[src/impc_pkg.sv]
// ----------------------------------------------------------------------------
// impc_pkg
// Shared types and constants of the indexed max-priority collection.
// ----------------------------------------------------------------------------
package impc_pkg;

  localparam int PRIO_W = 16;
  localparam int PAY_W  = 32;
  localparam int ID_W   = 8;
  localparam int META_W = PRIO_W + 1;

  typedef enum logic [2:0] {
    CMD_ADD     = 3'd0,
    CMD_PROMOTE = 3'd1,
    CMD_POP     = 3'd2,
    CMD_GET     = 3'd3,
    CMD_VALID   = 3'd4
  } cmd_e;

  typedef enum logic [1:0] {
    ST_OK     = 2'd0,
    ST_FULL   = 2'd1,
    ST_EMPTY  = 2'd2,
    ST_BAD_ID = 2'd3
  } status_e;

  typedef enum logic [1:0] {
    S_IDLE,
    S_LOOKUP,
    S_EXEC,
    S_SCAN
  } state_e;

  typedef struct packed {
    logic [2:0]       command;
    logic [ID_W-1:0]  item_id;
    logic [PAY_W-1:0] payload_in;
  } in_item_t;

  typedef struct packed {
    logic [ID_W-1:0]   result_id;
    logic [PRIO_W-1:0] result_priority;
    logic [PAY_W-1:0]  payload_out;
    logic              alive_flag;
    logic [1:0]        status_code;
  } out_item_t;

  // Commands from the controller to the datapath.
  typedef struct packed {
    logic capture;
    logic lookup;
    logic execute;
    logic scan_run;
  } ctrl_cmd_t;

  // Status from the datapath to the controller.
  typedef struct packed {
    logic slot_free;
    logic rescan_needed;
    logic scan_done;
  } dp_status_t;

endpackage

[src/impc_ctrl.sv]
// ----------------------------------------------------------------------------
// impc_ctrl
// Sequencer: accept, table lookup, execute, and the rescan after a pop.
// ----------------------------------------------------------------------------
module impc_ctrl import impc_pkg::*; (
  input  logic       clk_i,
  input  logic       rst_ni,
  input  logic       in_valid_i,
  output logic       in_stall_o,
  input  dp_status_t status_i,
  output ctrl_cmd_t  ctrl_o
);

  state_e state_q, state_d;

  always_ff @(posedge clk_i or negedge rst_ni) begin
    if (!rst_ni) begin
      state_q <= S_IDLE;
    end else begin
      state_q <= state_d;
    end
  end

  always_comb begin
    state_d = state_q;
    case (state_q)
      S_IDLE: begin
        if (in_valid_i) begin
          state_d = S_LOOKUP;
        end
      end
      S_LOOKUP: begin
        state_d = S_EXEC;
      end
      S_EXEC: begin
        if (status_i.slot_free) begin
          state_d = status_i.rescan_needed ? S_SCAN : S_IDLE;
        end
      end
      S_SCAN: begin
        if (status_i.scan_done) begin
          state_d = S_IDLE;
        end
      end
      default: begin
        state_d = S_IDLE;
      end
    endcase
  end

  always_comb begin
    ctrl_o     = '0;
    in_stall_o = 1'b1;
    case (state_q)
      S_IDLE: begin
        in_stall_o     = 1'b0;
        ctrl_o.capture = in_valid_i;
      end
      S_LOOKUP: begin
        ctrl_o.lookup = 1'b1;
      end
      S_EXEC: begin
        ctrl_o.execute = status_i.slot_free;
      end
      S_SCAN: begin
        ctrl_o.scan_run = 1'b1;
      end
      default: begin
        in_stall_o = 1'b1;
      end
    endcase
  end

endmodule

[config.mk]
export PLATFORM = sky130hd
export DESIGN_NAME = impc_ctrl
export DESIGN_NICKNAME = d
export VERILOG_FILES = /design/src/impc_pkg.sv /design/src/impc_ctrl.sv
export SDC_FILE = /design/constraint.sdc
export NUM_CORES = 1
export LEC_CHECK = 0
export CORE_AREA = 2 2 39 41
export DETAILED_ROUTE_END_ITERATION = 8
export DIE_AREA = 0 0 41 43
export DONT_BUFFER_PORTS = 1
export GPL_ROUTABILITY_DRIVEN = 0
export GPL_TIMING_DRIVEN = 0
export PLACE_DENSITY_LB_ADDON = 0.05
export REMOVE_ABC_BUFFERS = 1
export SYNTH_ARGS = -nofsm -noshare
export SYNTH_HDL_FRONTEND = slang
export SYNTH_SLANG_ARGS = --single-unit
[constraint.sdc]
create_clock -name clk_i -period 1.6 [get_ports clk_i]
set_input_delay 0 -clock clk_i [delete_from_list [all_inputs] [get_ports clk_i]]
set_output_delay 0 -clock clk_i [all_outputs]
set_load 0.01 [all_outputs]
# Word level (Yosys, flattened, before mapping)
# Index checks and enable logic that the tools add are counted.
# word_totals
wordCells	19
in_bits	6
ff_bits	2
# classes
reduce_logical	2
mux	10
eq_ne	6
# op_table
operator	count
$mux W2	4
$pmux W2 S4	1
$ne A2 B2 Y1 const B	3
$mux W1	5
$eq A2 B2 Y1 const B	2
$reduce_and A3 Y1	1
$eq A2 B1 Y1 const B	1
$logic_not A2 Y1	1

# Longest topological paths before layout
# depth
depth_word	3
mapped_depth	3
depth_no_buf	2

# Worst setup path after synthesis
# Ideal clock, no wire load.
# synth_timing
path_type	register to register
startpoint	reg state_q[1]
endpoint	reg state_q[0]
t_arrival_ns	0.848
slack_ns	0.682
path_stages_with_launch	4
path_buffers	1
setup_ns	0.069
required_time_ns	1.531
path_cell_list	dfrtp_1 buf_6 nor3b_2 nand3b_1
# synth_via
elab_chain_len	3
# synth_rtl
element	line_no	source
start: declaration	impc_ctrl.sv:14	state_e state_q, state_d;
start signal: assignment	impc_ctrl.sv:20	state_q <= state_d;
$eq A2 B2 Y1 or $logic_not A2 Y1 (tied branches)	impc_ctrl.sv:26	case (state_q)
$ne A2 B2 Y1 (no source line)	n/a	
$reduce_and A3 Y1 (no source line)	n/a	
# Several ways; a longest one is shown, not always the timed one.
# A chain may end at the register's enable or synchronous reset.

# Worst setup path after layout
# Same ends and word-level chain as after synthesis.

==> summary.txt <==
Total number of vias = 135
Total grt overflow = 0
Biggest register = state_q
Max_cap viols = 0
Count of state elements after synthesis = 2
WL final = 425 um
H-tree depth = 1
Max-slew headroom = 0.779
Slew Limit Fails = 0
Initial core utilization = 0.108
Final setup skew = 0.00290 ns
R2R cell count = 3
Tot GR Track Use = 0.0601
Post-Syn Area = 149 um2
Final Instance Area = 226 um2
Area of the multi-input gates = 90.1 um2
Flop2flop setup slack = 0.10 ns
TritonCTS clock tree = yes
Post-Syn Area per Cell = 9.93 um2
Fin. Hold Viols = 0
Period minus WS final = 1.50 ns
Clock Tree Root = clkbuf_4
Post-synth top cells = 2 x dfrtp_1, 2 x nand3b_1
Post-CTS Setup Bufs = 0
Antenna cells = 0
HP Class = in2async
Initial drt markers = 1
Clock sinks = 2
Fin crit share = 0.936
Area after DPL = 158 um2
CTS Buffer Depth = 2
Syn. warnings = 0
I/O Buffers = 0
Total chip power = 0.406 mW
Outcome = complete, no violations
PD cells = 1790 nW/um2
Worst setup EP type = flip-flop
Die Width = 41 um
Static leakage = 0.0931 nW
RSZ-0062 raised after global routing = false
Setup_tns = 0 ns
Die ar. = 1760 um2
Worst-Margin Slew = 0.332 ns
FF/Latch Area = 50.0 um2
CTS buffer count = 3
Type of origin of the critical path = flip-flop
CP Max Fanout = 9
Die height = 43 um
Critical R2R Capture = state_q[0]
Filler Cells Inserted = 161
FP Rows = 14
Final Setup Violations = 0
WP data required = 1.76 ns
Max reg flops = 2
Worst skew pair latency = 0.23 ns
Critical Setup Path Class = reg2reg
DR WL/cell = 11.5 um
Antenna violations before repair = 0
Worst VDD drop = 0.463 mV
Top Ports = 11
Largest net degree at the start of global routing = 10
Seq/Total Area, Yosys = 0.336
Highest clock rate = 0.668 GHz
Cell taking the most area after synthesis = dfrtp_1
Top Registers = state_q x2
Post-route ant nets = 0
Cells after synthesis = 15
Layout Nets = 29
Async SR Flop Fraction = 1.00
Ratio of cells with drive above 1 in the final layout = 0.333
Synth top area cells = dfrtp_1 34%, nand3b_1 10%, nor3b_2 8.4%
EDFF count, synth = 0
Worst reg2reg path startpoint = state_q[1]
Layout area overhead = 52.1%
Vias per inst = 3.65
Arr. time, crit path = 1.66 ns
Synth unique cells = 13
Core ar. = 1380 um2
Pre-antenna DRT Iters = 3
First-pass GRT wire length = 586 um
Vias in the first global route = 138
DRC Markers = 0
Clk pin slew, worst setup/hold paths = 0.03 ns
Main flop type after synthesis = dfrtp_1
Share of the synthesized area in the top cell type = 0.336
[critical path, stage by stage, from the launching register on]
cell           delay (ns)
dfrtp_1              0.48
nor3b_4              0.28
nand3b_1             0.13
dlygate4sd3_1        0.54
[power breakdown]
| part | internal, mW | switching (mW) | leakage [nW] |
|---|---|---|---|
| registers | 0.0746 | 0.0628 | 0.0248 |
| logic | 0.0861 | 0.0687 | 0.0546 |
| clock network | 0.0830 | 0.0305 | 0.0138 |
[area by class of cell]
class	count	area share
multi-input cells	11	0.398
flip-flops and latches	2	0.221
repair buffers	4	0.177
clock buffers	3	0.0994
well taps	16	0.0884
inverters	1	0.0166
[timing repair]
item,4_1_cts,5_1_grt
setup endpoints to repair,0,1
endpoints found under the hold margin,3,1
hold buffers,3,1
gates resized for setup,0,1
[per-layer routing]
metal  GRT usage  up-vias  share of wire
met1      0.0767       64           0.45
met3      0.0157        0           0.11
met2      0.0563        7           0.44
met5           0        -              0
li1            -       64              -
met4       0.100        0              0
[worst max path at each step]
stage,from,endpoint,cells after the start
after floorplan,state_q[1],state_q[0],2
after global placement,state_q[1],state_q[0],2
after detailed placement,state_q[1],state_q[0],2
after CTS,state_q[1],state_q[0],3
after global routing,state_q[1],state_q[0],3
final,state_q[1],state_q[0],3
[stage by stage]
step,instances,worst slack (ns),utilization,hold WS [ns]
2_1_floorplan,14,0.715,-,-0.296
3_3_place_gp,30,0.586,0.114,-0.296
3_5_place_dp,30,0.606,0.114,-0.296
4_1_cts,36,0.0595,0.152,0.000481
5_1_grt,37,0.0366,0.164,0.00171
6_report,37,0.103,0.164,0.00712
[layout by cell type, fill, tap and decap left out]
master and count:
a31o_1 1, a21boi_1 1, nand4b_1 1, nand2b_1 1, or2_2 1, nand3b_1 2, and3_2 1, dlygate4sd3_1 4
and2_2 1, nor3b_4 1, inv_1 1, nor2_1 1, clkbuf_4 3, dfrtp_1 2
[logic make-up after synthesis]
kind of cell / after synthesis / share of synthesized area
buf+inv: 2 / 0.101
flops: 2 / 0.336
simple gates: 9 / 0.454
compound gates: 2 / 0.109
(Power assumes the default switching activity.)
